**config.mk**
```make
export PLATFORM = sky130hd
export DESIGN_NAME = murmurhash2_stream_core
export DESIGN_NICKNAME = d
export VERILOG_FILES = /design/src/rtl/mh2s_pkg.sv /design/src/rtl/mh2s_front.sv /design/src/rtl/mh2s_queue.sv /design/src/rtl/mh2s_back.sv /design/src/rtl/murmurhash2_stream_core.sv
export SDC_FILE = /design/constraint.sdc
export NUM_CORES = 1
export LEC_CHECK = 0
export ABC_AREA = 1
export BUFFER_PORTS_ARGS = -buffer_cell sky130_fd_sc_hd__buf_4
export CORE_UTILIZATION = 55
export DETAILED_ROUTE_END_ITERATION = 10
export GPL_TIMING_DRIVEN = 0
export HOLD_SLACK_MARGIN = 0.02
export MAX_ROUTING_LAYER = met4
export PLACE_DENSITY = 0.81
export SLEW_MARGIN = 30
export SYNTH_ARGS = -nofsm -noshare
export SYNTH_HDL_FRONTEND = slang
export SYNTH_SLANG_ARGS = --single-unit
```
**constraint.sdc**
```tcl
create_clock -name clk -period 17 [get_ports clk]
set_clock_uncertainty 0.2 [all_clocks]
set_input_delay 1.7 -clock clk [delete_from_list [all_inputs] [get_ports clk]]
set_output_delay 1.7 -clock clk [all_outputs]
set_load 0.02 [all_outputs]
```
**src/rtl/mh2s_pkg.sv**
```systemverilog
// ----------------------------------------------------------------------------
// mh2s_pkg
// Shared constants and types of the streaming MurmurHash2 core: the mixing
// constants, the work queue depth and the entry passed from front to back.
// ----------------------------------------------------------------------------
package mh2s_pkg;

  localparam logic [31:0] MIX_MUL     = 32'h5bd1e995;
  localparam int          MIX_SHIFT   = 24;
  localparam int          FIN_SHIFT_A = 13;
  localparam int          FIN_SHIFT_B = 15;
  localparam int          QUEUE_DEPTH = 4;

  typedef enum logic [1:0] {
    OP_NONE,
    OP_MIX,
    OP_FOLD
  } mh2s_op_t;

  typedef struct packed {
    mh2s_op_t    op;
    logic [31:0] word;
    logic [31:0] init;
    logic        first;
    logic        last;
  } mh2s_entry_t;

  typedef enum logic [2:0] {
    BK_IDLE,
    BK_K1,
    BK_K2,
    BK_H,
    BK_FOLD,
    BK_F1,
    BK_F2
  } mh2s_state_t;

endpackage

```
**src/rtl/mh2s_front.sv**
```systemverilog
// ----------------------------------------------------------------------------
// mh2s_front
// Holds the seed register and classifies each request into a full-word mix,
// a tail fold or nothing, with the tail masked and the start value prepared.
// ----------------------------------------------------------------------------
module mh2s_front (
  input  logic                 clk,
  input  logic                 rst_n,
  input  logic                 cfg_we,
  input  logic [31:0]          cfg_wdata,
  input  logic [31:0]          in_data_word,
  input  logic [2:0]           in_valid_bytes,
  input  logic                 in_first_item,
  input  logic                 in_last_item,
  input  logic [31:0]          in_total_length,
  output mh2s_pkg::mh2s_entry_t entry
);

  logic [31:0] seed_r;
  logic [31:0] mask;

  always_ff @(posedge clk) begin
    if (!rst_n) begin
      seed_r <= '0;
    end else if (cfg_we) begin
      seed_r <= cfg_wdata;
    end
  end

  always_comb begin
    mask     = 32'hffffffff;
    entry.op = mh2s_pkg::OP_FOLD;
    case (in_valid_bytes)
      3'd0: begin
        entry.op = mh2s_pkg::OP_NONE;
      end
      3'd1: begin
        mask = 32'h000000ff;
      end
      3'd2: begin
        mask = 32'h0000ffff;
      end
      3'd3: begin
        mask = 32'h00ffffff;
      end
      default: begin
        entry.op = mh2s_pkg::OP_MIX;
      end
    endcase
    entry.word  = in_data_word & mask;
    entry.init  = seed_r ^ in_total_length;
    entry.first = in_first_item;
    entry.last  = in_last_item;
  end

endmodule

```
**src/rtl/mh2s_queue.sv**
```systemverilog
// ----------------------------------------------------------------------------
// mh2s_queue
// Small register queue that decouples the classifying front from the hash
// sequencer at the back.
// ----------------------------------------------------------------------------
module mh2s_queue #(
  parameter int DEPTH = mh2s_pkg::QUEUE_DEPTH
) (
  input  logic                  clk,
  input  logic                  rst_n,
  input  logic                  wr_en,
  input  mh2s_pkg::mh2s_entry_t wr_data,
  output logic                  full,
  input  logic                  rd_en,
  output mh2s_pkg::mh2s_entry_t rd_data,
  output logic                  empty
);

  localparam int PTR_W = (DEPTH > 1) ? $clog2(DEPTH) : 1;
  localparam int CNT_W = $clog2(DEPTH + 1);

  mh2s_pkg::mh2s_entry_t mem_r [DEPTH];
  logic [PTR_W-1:0] wr_ptr_r, wr_ptr_nxt;
  logic [PTR_W-1:0] rd_ptr_r, rd_ptr_nxt;
  logic [CNT_W-1:0] count_r, count_nxt;
  logic             do_wr, do_rd;

  assign full    = (count_r == CNT_W'(DEPTH));
  assign empty   = (count_r == '0);
  assign do_wr   = wr_en && !full;
  assign do_rd   = rd_en && !empty;
  assign rd_data = mem_r[rd_ptr_r];

  always_comb begin
    wr_ptr_nxt = wr_ptr_r;
    rd_ptr_nxt = rd_ptr_r;
    count_nxt  = count_r;
    if (do_wr) begin
      wr_ptr_nxt = (wr_ptr_r == PTR_W'(DEPTH - 1)) ? '0 : wr_ptr_r + PTR_W'(1);
    end
    if (do_rd) begin
      rd_ptr_nxt = (rd_ptr_r == PTR_W'(DEPTH - 1)) ? '0 : rd_ptr_r + PTR_W'(1);
    end
    if (do_wr && !do_rd) begin
      count_nxt = count_r + CNT_W'(1);
    end else if (do_rd && !do_wr) begin
      count_nxt = count_r - CNT_W'(1);
    end
  end

  always_ff @(posedge clk) begin
    if (!rst_n) begin
      wr_ptr_r <= '0;
      rd_ptr_r <= '0;
      count_r  <= '0;
    end else begin
      wr_ptr_r <= wr_ptr_nxt;
      rd_ptr_r <= rd_ptr_nxt;
      count_r  <= count_nxt;
    end
  end

  always_ff @(posedge clk) begin
    if (do_wr) begin
      mem_r[wr_ptr_r] <= wr_data;
    end
  end

endmodule

```
**src/rtl/mh2s_back.sv**
```systemverilog
// ----------------------------------------------------------------------------
// mh2s_back
// Hash sequencer around one shared 32-bit multiplier: word mixing, tail
// folding and the final avalanche, with a one-entry result register.
// ----------------------------------------------------------------------------
module mh2s_back (
  input  logic                  clk,
  input  logic                  rst_n,
  input  logic                  q_empty,
  input  mh2s_pkg::mh2s_entry_t q_data,
  output logic                  q_pop,
  output logic                  empty,
  input  logic                  pop,
  output logic [31:0]           out_hash_value
);

  mh2s_pkg::mh2s_state_t state_r, state_nxt;
  logic [31:0] h_r;
  logic [31:0] k_r;
  logic [31:0] word_r;
  logic        last_r;
  logic        out_valid_r;
  logic [31:0] out_hash_r;
  logic        out_free;
  logic        out_load;
  logic [31:0] h_start;
  logic [31:0] mul_a;
  logic [31:0] prod;

  assign out_free       = !out_valid_r || pop;
  assign empty          = !out_valid_r;
  assign out_hash_value = out_hash_r;
  assign h_start        = q_data.first ? q_data.init : h_r;
  assign prod           = mul_a * mh2s_pkg::MIX_MUL;

  always_comb begin
    state_nxt = state_r;
    case (state_r)
      mh2s_pkg::BK_IDLE: begin
        if (!q_empty) begin
          case (q_data.op)
            mh2s_pkg::OP_MIX:  state_nxt = mh2s_pkg::BK_K1;
            mh2s_pkg::OP_FOLD: state_nxt = mh2s_pkg::BK_FOLD;
            default:           state_nxt = q_data.last ? mh2s_pkg::BK_F1
                                                       : mh2s_pkg::BK_IDLE;
          endcase
        end
      end
      mh2s_pkg::BK_K1:   state_nxt = mh2s_pkg::BK_K2;
      mh2s_pkg::BK_K2:   state_nxt = mh2s_pkg::BK_H;
      mh2s_pkg::BK_H:    state_nxt = last_r ? mh2s_pkg::BK_F1 : mh2s_pkg::BK_IDLE;
      mh2s_pkg::BK_FOLD: state_nxt = last_r ? mh2s_pkg::BK_F1 : mh2s_pkg::BK_IDLE;
      mh2s_pkg::BK_F1:   state_nxt = mh2s_pkg::BK_F2;
      mh2s_pkg::BK_F2:   state_nxt = out_free ? mh2s_pkg::BK_IDLE : mh2s_pkg::BK_F2;
      default:           state_nxt = mh2s_pkg::BK_IDLE;
    endcase
  end

  always_comb begin
    q_pop    = 1'b0;
    out_load = 1'b0;
    mul_a    = '0;
    case (state_r)
      mh2s_pkg::BK_IDLE: q_pop    = !q_empty;
      mh2s_pkg::BK_K1:   mul_a    = word_r;
      mh2s_pkg::BK_K2:   mul_a    = k_r ^ (k_r >> mh2s_pkg::MIX_SHIFT);
      mh2s_pkg::BK_H:    mul_a    = h_r;
      mh2s_pkg::BK_FOLD: mul_a    = h_r ^ word_r;
      mh2s_pkg::BK_F1:   mul_a    = h_r ^ (h_r >> mh2s_pkg::FIN_SHIFT_A);
      mh2s_pkg::BK_F2:   out_load = out_free;
      default:           mul_a    = '0;
    endcase
  end

  always_ff @(posedge clk) begin
    if (!rst_n) begin
      state_r     <= mh2s_pkg::BK_IDLE;
      h_r         <= '0;
      out_valid_r <= 1'b0;
    end else begin
      state_r <= state_nxt;
      if (q_pop) begin
        h_r <= h_start;
      end else if (state_r == mh2s_pkg::BK_H) begin
        h_r <= prod ^ k_r;
      end else if (state_r == mh2s_pkg::BK_FOLD) begin
        h_r <= prod;
      end
      if (out_load) begin
        out_valid_r <= 1'b1;
      end else if (pop) begin
        out_valid_r <= 1'b0;
      end
    end
  end

  always_ff @(posedge clk) begin
    if (q_pop) begin
      word_r <= q_data.word;
      last_r <= q_data.last;
    end
    if (state_r == mh2s_pkg::BK_K1 || state_r == mh2s_pkg::BK_K2 ||
        state_r == mh2s_pkg::BK_F1) begin
      k_r <= prod;
    end
    if (out_load) begin
      out_hash_r <= k_r ^ (k_r >> mh2s_pkg::FIN_SHIFT_B);
    end
  end

endmodule

```
**src/rtl/murmurhash2_stream_core.sv**
```systemverilog
// A last full word passes the states K1, K2, H, F1 and F2 before its hash shows.
// The shared multiplier sequencer visits IDLE alone for an empty item, IDLE and
// FOLD for a tail and IDLE, K1, K2 and H for a full word; a last item adds F1
// and F2, where F2 waits for a free result register. The queue in front of the
// sequencer accepts requests while it works, until full. Reset is synchronous
// and active low; it clears the seed, running hash, queue and result valid flag.
// ----------------------------------------------------------------------------
// murmurhash2_stream_core
// Streaming 32-bit MurmurHash2 over little-endian key words.
// ----------------------------------------------------------------------------
module murmurhash2_stream_core #(
  parameter int QUEUE_DEPTH = mh2s_pkg::QUEUE_DEPTH
) (
  input  logic        clk,
  input  logic        rst_n,
  input  logic        cfg_we,
  input  logic [31:0] cfg_wdata,
  input  logic        push,
  output logic        full,
  input  logic [31:0] in_data_word,
  input  logic [2:0]  in_valid_bytes,
  input  logic        in_first_item,
  input  logic        in_last_item,
  input  logic [31:0] in_total_length,
  output logic        empty,
  input  logic        pop,
  output logic [31:0] out_hash_value
);

  mh2s_pkg::mh2s_entry_t front_entry;
  mh2s_pkg::mh2s_entry_t q_data;
  logic                  q_empty;
  logic                  q_pop;

  mh2s_front u_front (
    .clk             (clk),
    .rst_n           (rst_n),
    .cfg_we          (cfg_we),
    .cfg_wdata       (cfg_wdata),
    .in_data_word    (in_data_word),
    .in_valid_bytes  (in_valid_bytes),
    .in_first_item   (in_first_item),
    .in_last_item    (in_last_item),
    .in_total_length (in_total_length),
    .entry           (front_entry)
  );

  mh2s_queue #(
    .DEPTH (QUEUE_DEPTH)
  ) u_queue (
    .clk     (clk),
    .rst_n   (rst_n),
    .wr_en   (push),
    .wr_data (front_entry),
    .full    (full),
    .rd_en   (q_pop),
    .rd_data (q_data),
    .empty   (q_empty)
  );

  mh2s_back u_back (
    .clk            (clk),
    .rst_n          (rst_n),
    .q_empty        (q_empty),
    .q_data         (q_data),
    .q_pop          (q_pop),
    .empty          (empty),
    .pop            (pop),
    .out_hash_value (out_hash_value)
  );

endmodule

```
**Word-level counts from Yosys, hierarchy flattened**

Memories as Yosys holds them, arrays and structs flattened. A register that Yosys moved wholly into a read port is not among the register bits.
Index checks and enable logic that the tools add are counted.

- Add/sub/neg operators: 4
- $mul: 1
- Equal/unequal tests: 16
- Multiplexer cells: 25
- Bitwise logic cells: 7
- Reduce and logical (&&, ||, !) cells: 21

Operator list:

| kind | count |
|---|---|
| 32-bit case mux with 5 select lines | 1 |
| 32-bit 2-to-1 mux | 4 |
| 32-bit case mux with 3 select lines | 1 |
| 32-bit bitwise XOR | 3 |
| 32-bit bitwise AND | 1 |
| 32-bit by 31-bit multiplier with 32-bit output, second input constant | 1 |
| 32-bit by 17-bit bitwise XOR with 32-bit output | 1 |
| 32-bit by 19-bit bitwise XOR with 32-bit output | 1 |
| 32-bit by 8-bit bitwise XOR with 32-bit output | 1 |
| 3-bit 2-to-1 mux | 6 |
| 3-bit case mux with 6 select lines | 1 |
| 3-bit by 2-bit == test with 1-bit output, second input constant | 4 |
| 3-bit == test, second input constant | 4 |
| 3-bit logical NOT | 3 |
| 2-bit 2-to-1 mux | 4 |
| 2-bit == test, second input constant | 3 |
| 3-bit by 1-bit == test with 1-bit output, second input constant | 2 |
| 1-bit 2-to-1 mux | 6 |
| 3-bit case mux with 2 select lines | 1 |
| 1-bit logical NOT | 5 |
| 2-bit by 1-bit adder with 2-bit output, second input constant | 2 |
| 1-bit logical AND | 4 |
| 2-bit case mux with 2 select lines | 1 |
| 2-bit nonzero test | 2 |
| 10 further kinds | 12 |

- Bits in registers: 172
- Bits in writable memories: 272
- Input port bits: 106
- Output and inout port bits: 34
- Memories: 1

Memories:

| name | words | bits a word | read ports | clocked after memory_dff | wr ports | RTL line | text |
|---|---|---|---|---|---|---|---|
| u_queue.mem_r | 4 | 68 | 1 | 1 | 1 | mh2s_queue.sv:22 | `mh2s_pkg::mh2s_entry_t mem_r [DEPTH];` |

**Depth between registers and ports, before layout**

Gate-level depths: netlist of the first run.

- Depth after elaboration: 7
- Gate-level depth with buffers: 43
- Mapped depth without buffers: 39

**Cells and area by module**

A second synthesis of the first run with hierarchy kept.

- Cell total of the unflattened synthesis: 2,720
- Area total of the unflattened synthesis: 27,969.3 um^2

By module, submodules not included:

| module | times used | cells each | area an instance (um^2) | seq. area each (um^2) |
|---|---|---|---|---|
| mh2s_back | 1 | 1,754 | 15,718.8 | 3,633.5 |
| mh2s_queue | 1 | 729 | 10,557.6 | 8,348.0 |
| mh2s_front | 1 | 237 | 1,692.9 | 640.6 |

**Least setup slack after synthesis of the first run**

Ideal clock, no wire load.

- Path kind: register -> register
- Start point: register u_back.state_r[0]
- End point: register u_back.h_r[26]
- Library setup time: 0.074 ns
- Arrival time: 7.430 ns
- Setup slack: 9.295 ns
- Cell stages (with the launch flop): 32
- Buffers on the path: 2
- Path through: dfxtp_1 > buf_4 > nand3_2 > clkbuf_1 > a21oi_1 > a2111oi_0 > inv_1 > ha_1 > ha_1 > fa_1 > inv_1 > fa_1 > inv_1 > fa_1 > fa_1 > fa_1 > inv_1 > fa_1 > inv_1 > ha_1 > nand2_1 > inv_1 > nand2_1 > nor3_1 > nand4_1 > nand3_1 > nand2_1 > o211ai_1 > xor2_1 > xor2_1 > nand2_1 > a31oi_1

- Word-level cells in the longest chain between the ends: 6
- Elaborated cells on any way between the ends: 16

Ends and longest elaborated chain:

| item | RTL line | text |
|---|---|---|
| start, declared | mh2s_back.sv:17 | `mh2s_pkg::mh2s_state_t state_r, state_nxt;` |
| start signal, assigned | mh2s_back.sv:77 | `state_r <= mh2s_pkg::BK_IDLE;` |
| start signal, assigned | mh2s_back.sv:81 | `state_r <= state_nxt;` |
| 3-bit == test (tied with other cells) | mh2s_back.sv:63 | `case (state_r)` |
| 32-bit case mux with 5 select lines (*) | mh2s_back.sv:63 |  |
| 32-bit by 31-bit multiplier with 32-bit output (*) | mh2s_back.sv:34 | `assign prod = mul_a * mh2s_pkg::MIX_MUL;` |
| via u_back.prod[26] | mh2s_back.sv:28 | `logic [31:0] prod;` |
| 32-bit 2-to-1 mux / 32-bit bitwise XOR (equally long branches) | mh2s_back.sv:86, mh2s_back.sv:85 |  |
| 32-bit 2-to-1 mux (*) | mh2s_back.sv:84 | `end else if (state_r == mh2s_pkg::BK_H) begin` |
| 32-bit 2-to-1 mux (*) | mh2s_back.sv:82 | `if (q_pop) begin` |
| end signal, assigned | mh2s_back.sv:83 | `h_r <= h_start;` |
| end signal, assigned | mh2s_back.sv:85 | `h_r <= prod ^ k_r;` |
| end signal, assigned | mh2s_back.sv:87 | `h_r <= prod;` |
| end, declared | mh2s_back.sv:18 | `logic [31:0] h_r;` |

The timed path passes the listed nets; every way through them passes the cells marked *. The select of a mux whose other input is x is not followed.
A chain may end at the register's enable or synchronous reset.

**Worst setup path in the final report of the first run**

- Start point: register u_back.state_r[2]
- End point: register u_back.h_r[27]

Same word-level chain as after synthesis.

==> results of run 1 <==
-- layout make-up --
class | count | area (sq um)
Buffer | 87 | 377
Clock inverter | 22 | 282
Multi-Input combinational cell | 1676 | 13300
Tap cell | 672 | 841
Clock buffer | 57 | 1240
Sequential cell | 446 | 12600
Fill cell | 3746 | 18000
Timing Repair Buffer | 171 | 1690
Inverter | 548 | 2060
-- routing by layer --
metal,GRT usage,share of wire,up-vias
met5,-,0,-
met4,0.129,0.044,0
met3,0.0332,0.073,196
met2,0.539,0.49,1046
met1,0.403,0.39,10300
li1,-,-,9500
-- state kept, by name (all words and copies together) (netlist names), named ones only --
name / cells
u_back.word_r: 32
u_queue.wr_ptr_r: 2
u_back.out_hash_value: 32
u_back.k_r: 32
u_back.h_r: 32
u_queue.rd_ptr_r: 2
u_back.last_r: 1
u_queue.mem_r: 272
u_queue.count_r: 3
u_back.state_r: 3
u_back.out_valid_r: 1
u_front.seed_r: 32
-- cells in the mapped netlist (2+ instances only) --
library cell,count,share of area
sky130_fd_sc_hd__nand2_1,340,0.045
sky130_fd_sc_hd__inv_2,4,0.00053
sky130_fd_sc_hd__nor4_1,2,0.00044
sky130_fd_sc_hd__a21o_1,3,0.00080
sky130_fd_sc_hd__a221oi_1,4,0.0012
sky130_fd_sc_hd__clkinv_1,3,0.00040
sky130_fd_sc_hd__nand3_1,39,0.0069
sky130_fd_sc_hd__ha_1,224,0.099
sky130_fd_sc_hd__o21ai_0,188,0.033
sky130_fd_sc_hd__o221ai_1,4,0.0012
sky130_fd_sc_hd__and3_1,2,0.00044
sky130_fd_sc_hd__a211oi_1,2,0.00053
sky130_fd_sc_hd__edfxtp_1,369,0.39
sky130_fd_sc_hd__nand3b_1,2,0.00053
sky130_fd_sc_hd__nor3_2,2,0.00071
sky130_fd_sc_hd__dfxtp_1,77,0.055
sky130_fd_sc_hd__or2_2,10,0.0022
sky130_fd_sc_hd__fa_1,182,0.13
sky130_fd_sc_hd__o21bai_1,3,0.00080
sky130_fd_sc_hd__inv_4,3,0.00067
sky130_fd_sc_hd__nand3_4,2,0.0012
sky130_fd_sc_hd__buf_6,6,0.0024
sky130_fd_sc_hd__nor2_1,242,0.032
sky130_fd_sc_hd__nand4_1,12,0.0027
sky130_fd_sc_hd__xor2_1,102,0.032
sky130_fd_sc_hd__nor3_1,14,0.0025
sky130_fd_sc_hd__nand4_2,2,0.00089
sky130_fd_sc_hd__buf_1,6,0.00080
sky130_fd_sc_hd__nand2_4,5,0.0020
sky130_fd_sc_hd__o2111ai_1,3,0.00093
sky130_fd_sc_hd__a21oi_1,112,0.020
sky130_fd_sc_hd__clkbuf_1,73,0.0097
sky130_fd_sc_hd__a2111oi_0,3,0.00093
sky130_fd_sc_hd__nand2_2,8,0.0018
sky130_fd_sc_hd__a31oi_1,28,0.0062
sky130_fd_sc_hd__nor2_2,5,0.0011
sky130_fd_sc_hd__o22ai_1,38,0.0084
sky130_fd_sc_hd__a221o_1,28,0.0099
sky130_fd_sc_hd__a32oi_1,12,0.0037
sky130_fd_sc_hd__o211ai_1,10,0.0027
sky130_fd_sc_hd__o31ai_1,2,0.00053
sky130_fd_sc_hd__xnor2_1,26,0.0081
sky130_fd_sc_hd__inv_1,538,0.072
sky130_fd_sc_hd__nand3_2,9,0.0032
-- critical path: cells and delay by family, from the launching register on --
kind	cells	cell delay (ps)
adder cells (fa/ha/maj)	9	4240
buffers and inverters	9	1480
XOR/XNOR	2	630
AO/OA/AOI/OAI	5	1460
AND/OR/NAND/NOR	5	770
flip-flops	1	330
-- logic make-up (layout without fill, tap and decap cells) --
| logic type | after synthesis | in the layout | synth area share |
|---|---|---|---|
| flops | 446 | 446 | 0.447 |
| buf+inv | 635 | 885 | 0.0865 |
| fa+ha+maj | 406 | 406 | 0.228 |
| xor+xnor | 129 | 129 | 0.0403 |
| compound gates | 442 | 442 | 0.0918 |
| simple gates | 699 | 699 | 0.106 |
-- stage by stage --
step           utilization  hold WS (ps)  worst slack, ps  area (sq um)  std cells
6_report             0.643           317             7810         32400       3679
5_1_grt              0.643           326             7400         32400       3679
4_1_cts              0.643           310             7890         32400       3678
3_5_place_dp         0.613           296             7970         30900       3599
3_3_place_gp         0.597           290             6440         30100       3567
2_1_floorplan            -           271             9300         28200       2757
-- worst max path at each step --
stage | slack [ps] | to | from | depth (start not counted)
final | 7810 | u_back.h_r[27] | u_back.state_r[2] | 30
after floorplan | 9300 | u_back.h_r[26] | u_back.state_r[0] | 31
after CTS | 7890 | u_back.h_r[27] | u_back.state_r[2] | 30
after global placement | 6440 | u_back.h_r[26] | u_back.state_r[0] | 31
after global routing | 7400 | u_back.h_r[29] | u_back.state_r[2] | 35
after detailed placement | 7970 | u_back.h_r[27] | u_back.state_r[2] | 30
-- layout by cell type (no fill, tap or decap), drive strengths merged --
master / n
nor2: 247
dfxtp: 77
o211a: 1
o211ai: 10
clkinv: 12
a2111oi: 3
a32oi: 12
nand3b: 2
bufinv: 5
inv: 547
edfxtp: 369
ha: 224
and2: 1
o31ai: 2
a221o: 28
o21ai: 188
or2: 10
o21bai: 3
a31oi: 28
o2111ai: 3
a221oi: 4
clkbuf: 130
a21o: 3
and3: 2
xor2: 102
a21oi: 113
a211oi: 2
nand2: 353
nor4: 2
o221ai: 4
nand4: 15
nor3: 17
xnor2: 27
nand3: 50
clkinvlp: 6
o22ai: 38
buf: 185
fa: 182
==> results.py, run 1 <==
metrics = {
    "run_status": {
        "outcome": "finished clean",
    },
    "timing": {
        "final-hold-violation-count": 0,
        "final.period_utilization": 0.540,
        "report.final.slew_viol_count": 0,
        "final.setup.tns_ps": 0,
        "setup_repair_after_global_routing_missed_its_margin": "false",
        "slew-limit-headroom": 0.355,
        "finalWorstPathRequiredPeriod_ps": 9190,
        "timing.final.setup_violations": 0,
        "timing_worst_slew_pin_value_ps": 963,
        "fmax_mhz": 109,
    },
    "setup_path": {
        "timing.critical_path.slowest_cell_delay_ps": 680,
        "critical_path_required_ps": 17290,
        "worstReg2RegEnd": "u_back.h_r[27]",
        "critPathLaunchType": "flop",
        "critPathMaxFanout": 10,
        "timing.critical_path.to_type": "flop",
        "path_type_of_the_worst_setup_path": "reg -> reg",
        "critPathArrivalTime_ps": 9470,
        "reg2reg_start": "u_back.state_r[2]",
        "rrSetupSlack_ps": 7810,
        "critPathSlowestCell": "sky130_fd_sc_hd__a2111oi_2",
        "r2r_cells": 30,
        "critPathMostFrequentCell": "sky130_fd_sc_hd__fa_1",
    },
    "global_route": {
        "grt_max_degree": 24,
        "globalRoute.totalOverflow": 0,
        "groute.usage.overall": 0.322,
        "antenna_found_initial": 0,
        "grt_pass1_vias": 21600,
        "first_pass_grt_wire_length_mm": 124,
    },
    "synthesis": {
        "yosys_warnings": 0,
        "synthesis.area_per_instance_sq_um": 10.2,
        "netlist_instances": 2757,
        "async_reset_ff_frac": 0,
        "ys_seq_elements": 446,
        "ys_types": 52,
        "ys.flop_type": "sky130_fd_sc_hd__edfxtp_1",
        "mappedNetlistArea_sq_um": 28200,
        "number_of_synthesized_flops_with_an_enable_pin": 369,
        "share_of_the_yosys_chip_area_belonging_to_registers": 0.447,
        "syn-num-nets": 3269,
    },
    "cts": {
        "htreeDepth": 2,
        "root_buffer": "sky130_fd_sc_hd__clkbuf_16",
        "post_cts.resized_instances": 0,
        "cts_setup_buffers": 0,
        "tritoncts": "yes",
        "cts.sink_count": 446,
        "clk_latency_ps": 570,
        "ctsLongestPathBuffers": 3,
        "clkTransAtPathRegs_ps": 70,
        "tritoncts.num_buffers": 43,
        "holdBufCountCts": 0,
    },
    "route": {
        "routed_wl_mm": 80.7,
        "drc_errors": 0,
        "drtIter0Drc": 2015,
        "detail_route.first_pass.iterations": 6,
        "postRouteAntennaNets": 0,
        "vias_per_cell": 5.72,
        "routed_wire_length_per_instance_um": 21.9,
        "vias": 21000,
    },
    "floorplanning": {
        "cell_row_count": 82,
        "core_area_sq_um": 50400,
        "top_level_ports": 140,
        "die_height_um": 229,
        "die_w_um": 229,
        "floorplan.die_area_sq_um": 52200,
        "start_util": 0.560,
    },
    "placement": {
        "dp_hpwl_mm": 62.4,
        "portBuffers": 138,
        "globalplace.congestion": 0.997,
    },
    "job": {
        "drv.max_cap_violation_count": 0,
    },
    "final_layout": {
        "insertedDiodeCount": 0,
        "drive_above_1_share": 0.106,
        "layout.nets": 3485,
        "flow.area_growth_from_synthesis_pct": 14.8,
    },
    "worst_hold_path": {
        "worst_hold_startpoint": "u_back.k_r[19]",
        "timing.hold.worst_path_depth": 0,
        "hp-class": "reg -> reg",
        "worst_hold_endpoint": "u_back.out_hash_value[19]",
    },
}
Power of run 1 is not shown: default switching activity piles up to over one toggle a cycle in this logic, so the estimate is an artifact.
==> inputs of run 2 (changes only) <==
--- a/config.mk
+++ b/config.mk
@@ -5,14 +5,14 @@
 export SDC_FILE = /design/constraint.sdc
 export NUM_CORES = 1
 export LEC_CHECK = 0
-export ABC_AREA = 1
+export ABC_AREA = 0
 export BUFFER_PORTS_ARGS = -buffer_cell sky130_fd_sc_hd__buf_4
 export CORE_UTILIZATION = 55
 export DETAILED_ROUTE_END_ITERATION = 10
 export GPL_TIMING_DRIVEN = 0
 export HOLD_SLACK_MARGIN = 0.02
 export MAX_ROUTING_LAYER = met4
-export PLACE_DENSITY = 0.81
+export PLACE_DENSITY = 0.84
 export SLEW_MARGIN = 30
 export SYNTH_ARGS = -nofsm -noshare
 export SYNTH_HDL_FRONTEND = slang
==> constraint.sdc (replaced) <==
create_clock -name clk -period 7.6 [get_ports clk]
set_clock_uncertainty 0.2 [all_clocks]
set_input_delay 0.76 -clock clk [delete_from_list [all_inputs] [get_ports clk]]
set_output_delay 0.76 -clock clk [all_outputs]
set_load 0.02 [all_outputs]
==> run 2 against run 1 <==
Net effect:
- the run now ends with setup timing left
- sequential share of layout area fell by 1.2 points
- flip-flop and latch count did not move
- final area rose by 3.3%
- critical endpoint is now u_back.h_r[31]
- largest cell class unchanged
==> results.py, run 2 <==
metrics = {
    "global_route": {
        "first_pass_grt_wire_length_mm": 114,
        "grt_pass1_vias": 19300,
        "globalRoute.totalOverflow": 0,
        "grt_max_degree": 36,
        "groute.usage.overall": 0.310,
        "antenna_found_initial": 1,
    },
    "synthesis": {
        "synthMostInstantiatedCell": "sky130_fd_sc_hd__inv_1",
        "synthesized_area_fraction_occupied_by_ao_oa_aoi_and_oai_cells": 0.0602,
        "ys_seq_elements": 446,
        "yosys-top-cells-area": "sky130_fd_sc_hd__edfxtp_1 (40%), sky130_fd_sc_hd__fa_1 (13%), sky130_fd_sc_hd__ha_1 (10%)",
        "synth_top_area_frac": 0.400,
        "ys.flop_type": "sky130_fd_sc_hd__edfxtp_1",
        "synthSimpleGateAreaFrac": 0.0468,
        "share_of_the_yosys_chip_area_belonging_to_registers": 0.456,
        "multiplexer_share_of_the_synthesized_area": 0.0867,
        "mappedNetlistArea_sq_um": 27700,
        "yosysTopAreaCell": "sky130_fd_sc_hd__edfxtp_1",
        "yosys.area_share.xor_xnor": 0.0536,
        "number_of_synthesized_flops_with_an_enable_pin": 369,
        "netlist_instances": 2146,
        "async_reset_ff_frac": 0,
        "ys_types": 64,
        "post_synth_fa_ha_maj_area_fraction": 0.233,
        "syn-num-nets": 2658,
        "ys_top_cells_by_count": "sky130_fd_sc_hd__inv_1 (392), sky130_fd_sc_hd__edfxtp_1 (369), sky130_fd_sc_hd__ha_1 (224)",
        "synthesis.area_per_instance_sq_um": 12.9,
        "yosys_warnings": 0,
        "combinational_family_with_the_most_area_after_synthesis": "adder cells",
    },
    "timing": {
        "final.period_utilization": 1.05,
        "final-hold-violation-count": 0,
        "final.setup.tns_ps": -2450,
        "fin_ws_ps": -366,
        "slew-limit-headroom": 0.429,
        "hold-worst-slack_ps": 219,
        "timing_worst_slew_pin_value_ps": 848,
        "setup_repair_after_global_routing_missed_its_margin": "true",
        "timing.final.setup_violations": 16,
        "finalWorstPathRequiredPeriod_ps": 7970,
        "fmax_mhz": 126,
        "report.final.slew_viol_count": 0,
    },
    "cts": {
        "clkTransAtPathRegs_ps": 70,
        "htreeDepth": 2,
        "cts.sink_count": 446,
        "ctsLongestPathBuffers": 3,
        "clk_latency_ps": 550,
        "tritoncts.num_buffers": 41,
        "root_buffer": "sky130_fd_sc_hd__clkbuf_16",
        "tritoncts": "yes",
        "holdBufCountCts": 0,
    },
    "worst_hold_path": {
        "timing.hold.worst_path_depth": 1,
        "worst_hold_endpoint": "u_queue.mem_r[2][41]",
        "worst_hold_startpoint": "in_data_word[7]",
        "hp-class": "in -> reg",
    },
    "floorplanning": {
        "top_level_ports": 140,
        "cell_row_count": 81,
        "die_w_um": 226,
        "floorplan.die_area_sq_um": 51300,
        "core_area_sq_um": 49400,
        "die_height_um": 226,
        "start_util": 0.561,
    },
    "final_layout": {
        "regMostFlops": "u_queue.mem_r",
        "seqCellArea_sq_um": 12600,
        "finish.instance_area_sq_um": 33500,
        "final_common_cell": "sky130_fd_sc_hd__edfxtp_1",
        "multi_input_comb_area_sq_um": 14400,
        "layout.filler_cells": 3217,
        "flow.area_growth_from_synthesis_pct": 20.8,
        "layout.nets": 2958,
        "top_library_cells_by_usage_in_the_layout_fill_and_taps_aside": "sky130_fd_sc_hd__edfxtp_1 (369), sky130_fd_sc_hd__inv_1 (366), sky130_fd_sc_hd__buf_4 (230)",
        "largest_register_ffs": 272,
        "drive_above_1_share": 0.242,
    },
    "route": {
        "postRouteAntennaNets": 0,
        "routed_wire_length_per_instance_um": 24.7,
        "routed_wl_mm": 77.6,
        "vias_per_cell": 5.92,
        "detail_route.first_pass.iterations": 5,
        "drc_errors": 0,
        "drtIter0Drc": 1841,
        "vias": 18600,
    },
    "placement": {
        "postPlaceCellArea_sq_um": 30000,
        "dp_hpwl_mm": 53.8,
        "worst_slack_at_placement_ps": -1620,
        "portBuffers": 138,
        "globalplace.congestion": 1.02,
    },
    "setup_path": {
        "path_type_of_the_worst_setup_path": "reg -> reg",
        "worstReg2RegEnd": "u_back.h_r[31]",
        "crit_buf_inv": 9,
        "critical_path_required_ps": 7880,
        "r2r_cells": 33,
        "critPathMaxFanout": 5,
        "rrSetupSlack_ps": -370,
        "reg2reg_start": "u_back.state_r[0]",
        "timing.critical_path.slowest_cell_delay_ps": 650,
        "critPathMostFrequentCell": "sky130_fd_sc_hd__fa_1",
        "critical_path.top_delay_family": "adder cells",
        "critPathSlowestCell": "sky130_fd_sc_hd__fa_1",
        "timing.critical_path.to_type": "flop",
        "critPathLaunchType": "flop",
        "critPathArrivalTime_ps": 8250,
    },
    "run_status": {
        "outcome": "finished, violations left",
        "violations_in_the_final_reports": "setup timing",
    },
    "job": {
        "drv.max_cap_violation_count": 0,
    },
}
==> run 2: cell type report <==
type	count	area share
Antenna cell	1	0.0000748
Tap cell	664	0.0248
Timing Repair Buffer	261	0.0675
Clock buffer	48	0.0324
Sequential cell	446	0.377
Inverter	393	0.0447
Buffer	71	0.0159
Clock inverter	26	0.00692
Multi-Input combinational cell	1232	0.430
==> run 2: cells by family (layout without fill, tap and decap cells) <==
group,count (synthesis),after routing
AO/OA/AOI/OAI,244,244
multiplexers,156,156
XOR/XNOR,162,162
buffers and inverters,468,799
adder cells (fa/ha/maj),406,406
AND/OR/NAND/NOR,264,264
flip-flops,446,446
other,0,1
==> run 2: metal layers <==
| layer | GRT usage | vias up | wire length, um |
|---|---|---|---|
| met2 | 0.502 | 1119 | 37900 |
| met1 | 0.392 | 9252 | 28800 |
| met4 | 0.133 | 0 | 4350 |
| li1 | - | 7965 | - |
| met5 | - | - | 0 |
| met3 | 0.0426 | 279 | 6630 |
==> run 2: how the worst max path moves through the flow <==
stage / from / to / slack [ps] / cells past startpoint
final: u_back.state_r[0] / u_back.h_r[31] / -370 / 33
after global routing: u_back.state_r[0] / u_back.h_r[31] / -580 / 33
after CTS: u_back.state_r[0] / u_back.h_r[31] / -260 / 32
after detailed placement: u_back.state_r[1] / u_back.h_r[28] / -1620 / 32
after global placement: u_back.state_r[0] / u_back.h_r[28] / -2400 / 30
after floorplan: u_back.state_r[0] / u_back.h_r[24] / 10 / 32
==> run 2: worst register-to-register path: cells and delay by family, from the launching register on <==
family | cells | cell delay, ps
adders and majority gates | 9 | 3970
AOI/OAI and AO/OA | 10 | 1800
buffers and inverters | 9 | 760
xor gates and xnor gates | 3 | 560
DFF | 1 | 330
muxes | 1 | 180
and+or+nand+nor | 1 | 110
==> run 2: what timing repair did <==
item | 4_1_cts | 5_1_grt
cloned | 2 | 1
endpoints found under the setup margin | 33 | 28
pin swaps | 66 | 76
gates resized for setup | 171 | 92
buffers inserted | 83 | 33
==> run 2: metrics by stage <==
stage          instances  utilization
4_1_cts             3111        0.665
5_1_grt             3142        0.678
3_5_place_dp        2957        0.607
2_1_floorplan       2146            -
3_3_place_gp        2948        0.602
6_report            3142        0.678
Power of run 2 is left out for the same reason.
==> inputs of run 3 (changes only) <==
--- a/config.mk
+++ b/config.mk
@@ -8,11 +8,13 @@
 export ABC_AREA = 0
 export BUFFER_PORTS_ARGS = -buffer_cell sky130_fd_sc_hd__buf_4
 export CORE_UTILIZATION = 55
+export CTS_CLUSTER_SIZE = 12
 export DETAILED_ROUTE_END_ITERATION = 10
 export GPL_TIMING_DRIVEN = 0
 export HOLD_SLACK_MARGIN = 0.02
 export MAX_ROUTING_LAYER = met4
-export PLACE_DENSITY = 0.84
+export PLACE_DENSITY = 0.81
+export RECOVER_POWER = 25
 export SLEW_MARGIN = 30
 export SYNTH_ARGS = -nofsm -noshare
 export SYNTH_HDL_FRONTEND = slang
==> constraint.sdc (replaced) <==
create_clock -name clk -period 7.4 [get_ports clk]
set_clock_uncertainty 0.2 [all_clocks]
set_input_delay 0.74 -clock clk [delete_from_list [all_inputs] [get_ports clk]]
set_output_delay 0.74 -clock clk [all_outputs]
set_load 0.02 [all_outputs]
==> run 3 against run 2 <==
Net effect:
- the run still ends with setup timing left
- worst hold slack better by 14 ps
- final cell count up 0.41%
- register-to-register slack worse by 180 ps
- critical path type unchanged
- highest routed layer unchanged
==> results.py, run 3 (synthesized netlist as in run 2, its figures left out) <==
metrics = {
    "placement": {
        "post-place-cells": 2958,
        "globalplace.congestion": 0.993,
        "portBuffers": 138,
        "dp_hpwl_mm": 53.7,
        "postPlaceCellArea_sq_um": 30100,
    },
    "run_status": {
        "violations_in_the_final_reports": "setup timing",
        "outcome": "finished, violations left",
    },
    "timing": {
        "final.period_utilization": 1.07,
        "finalWorstPathRequiredPeriod_ps": 7950,
        "timing.final.setup_violations": 25,
        "setup_repair_after_global_routing_missed_its_margin": "true",
        "final.setup.tns_ps": -6630,
        "slew-limit-headroom": 0.401,
        "report.final.slew_viol_count": 0,
        "timing_worst_slew_pin_value_ps": 898,
        "final-hold-violation-count": 0,
        "fin_ws_ps": -545,
        "fmax_mhz": 126,
    },
    "floorplanning": {
        "cell_row_count": 81,
        "floorplan.die_area_sq_um": 51300,
        "die_w_um": 226,
        "core_area_sq_um": 49400,
        "die_height_um": 226,
        "top_level_ports": 140,
        "start_util": 0.561,
    },
    "setup_path": {
        "critical_path_required_ps": 7700,
        "reg2reg_start": "u_back.state_r[0]",
        "timing.critical_path.slowest_cell_delay_ps": 570,
        "critPathLaunchType": "flop",
        "critPathSlowestCell": "sky130_fd_sc_hd__fa_1",
        "critPathMostFrequentCell": "sky130_fd_sc_hd__fa_1",
        "critPathLaunch": "u_back.state_r[0]",
        "path_type_of_the_worst_setup_path": "reg -> reg",
        "critPathMaxFanout": 6,
        "timing.critical_path.to_type": "flop",
        "critPathArrivalTime_ps": 8240,
    },
    "global_route": {
        "first_pass_grt_wire_length_mm": 113,
        "grt_pass1_vias": 18900,
        "globalRoute.totalOverflow": 0,
        "groute.usage.overall": 0.308,
        "grt_max_degree": 37,
        "antenna_found_initial": 0,
    },
    "route": {
        "met2_wirelength_mm": 36.5,
        "detail_route.first_pass.iterations": 5,
        "met3WireLength_mm": 5.56,
        "drc_errors": 0,
        "vias": 18200,
        "routed_wire_length_per_instance_um": 24.0,
        "drtIter0Drc": 1548,
        "postRouteAntennaNets": 0,
        "highest-signal-layer": "met4",
        "met1_length_mm": 29.7,
        "vias_per_cell": 5.78,
        "routed_wl_mm": 75.8,
    },
    "cts": {
        "cts.sink_count": 446,
        "clk_latency_ps": 560,
        "root_buffer": "sky130_fd_sc_hd__clkbuf_16",
        "holdBufCountCts": 0,
        "tritoncts": "yes",
        "ctsLongestPathBuffers": 3,
        "tritoncts.num_buffers": 44,
        "clkTransAtPathRegs_ps": 60,
        "htreeDepth": 2,
    },
    "worst_hold_path": {
        "worst_hold_startpoint": "cfg_wdata[21]",
        "hp-class": "in -> reg",
    },
    "final_layout": {
        "layout.nets": 2971,
        "layout.filler_cells": 3411,
        "drive_above_1_share": 0.235,
        "finalNonFillerCells": 3155,
        "final_common_cell": "sky130_fd_sc_hd__inv_1",
        "insertedDiodeCount": 0,
        "flow.area_growth_from_synthesis_pct": 21.1,
        "multi_input_comb_area_sq_um": 14400,
        "seqCellArea_sq_um": 12600,
        "top_library_cells_by_usage_in_the_layout_fill_and_taps_aside": "sky130_fd_sc_hd__inv_1 (371), sky130_fd_sc_hd__edfxtp_1 (369), sky130_fd_sc_hd__buf_4 (218)",
        "largest_register_ffs": 272,
        "regMostFlops": "u_queue.mem_r",
        "finish.instance_area_sq_um": 33600,
    },
    "job": {
        "drv.max_cap_violation_count": 0,
    },
}
run 3: what timing repair did:
action                     in CTS  in global routing
gates cloned                    2                  0
pin swaps                      80                 85
setup endpoints to repair      33                 30
resized for setup             137                 94
setup buffers                  79                 42
run 3: worst max-delay path: cells and delay by family, from the launching register on:
| kind | cells | cell delay (ps) |
|---|---|---|
| buf+inv | 11 | 1040 |
| compound gates | 10 | 1720 |
| xor+xnor | 3 | 580 |
| fa+ha+maj | 9 | 3740 |
| mux | 1 | 140 |
| simple gates | 1 | 110 |
| flops | 1 | 330 |
run 3: final timing paths:
path | endpoint | slack (ps) | depth (start not counted)
max | u_back.h_r[31] | -550 | 35
min | u_front.seed_r[21] | 230 | 3
min reg2reg | u_back.out_hash_value[30] | 260 | 0
max reg2reg | u_back.h_r[31] | -550 | 35
run 3: metal layers:
layer  global-route usage  up-vias
met5                    -        -
met4                0.133        0
met3               0.0417      233
met2                0.488      875
met1                0.400     9138
li1                     -     7983
run 3: per-stage QoR:
step | setup slack [ps] | util | hold slack, ps
6_report | -545 | 0.680 | 233
5_1_grt | -718 | 0.680 | 236
4_1_cts | -378 | 0.666 | 164
3_5_place_dp | -1700 | 0.610 | 255
3_3_place_gp | -1720 | 0.604 | 235
2_1_floorplan | 0.501 | - | 224
run 3: layout make-up:
cell class                      instances  area share
Multi-Input combinational cell       1232       0.429
Tap cell                              664      0.0248
Sequential cell                       446       0.376
Clock inverter                          6     0.00265
Buffer                                 71      0.0149
Inverter                              393      0.0445
Clock buffer                           72      0.0362
Timing Repair Buffer                  271      0.0716
Power of run 3 is left out for the same reason.
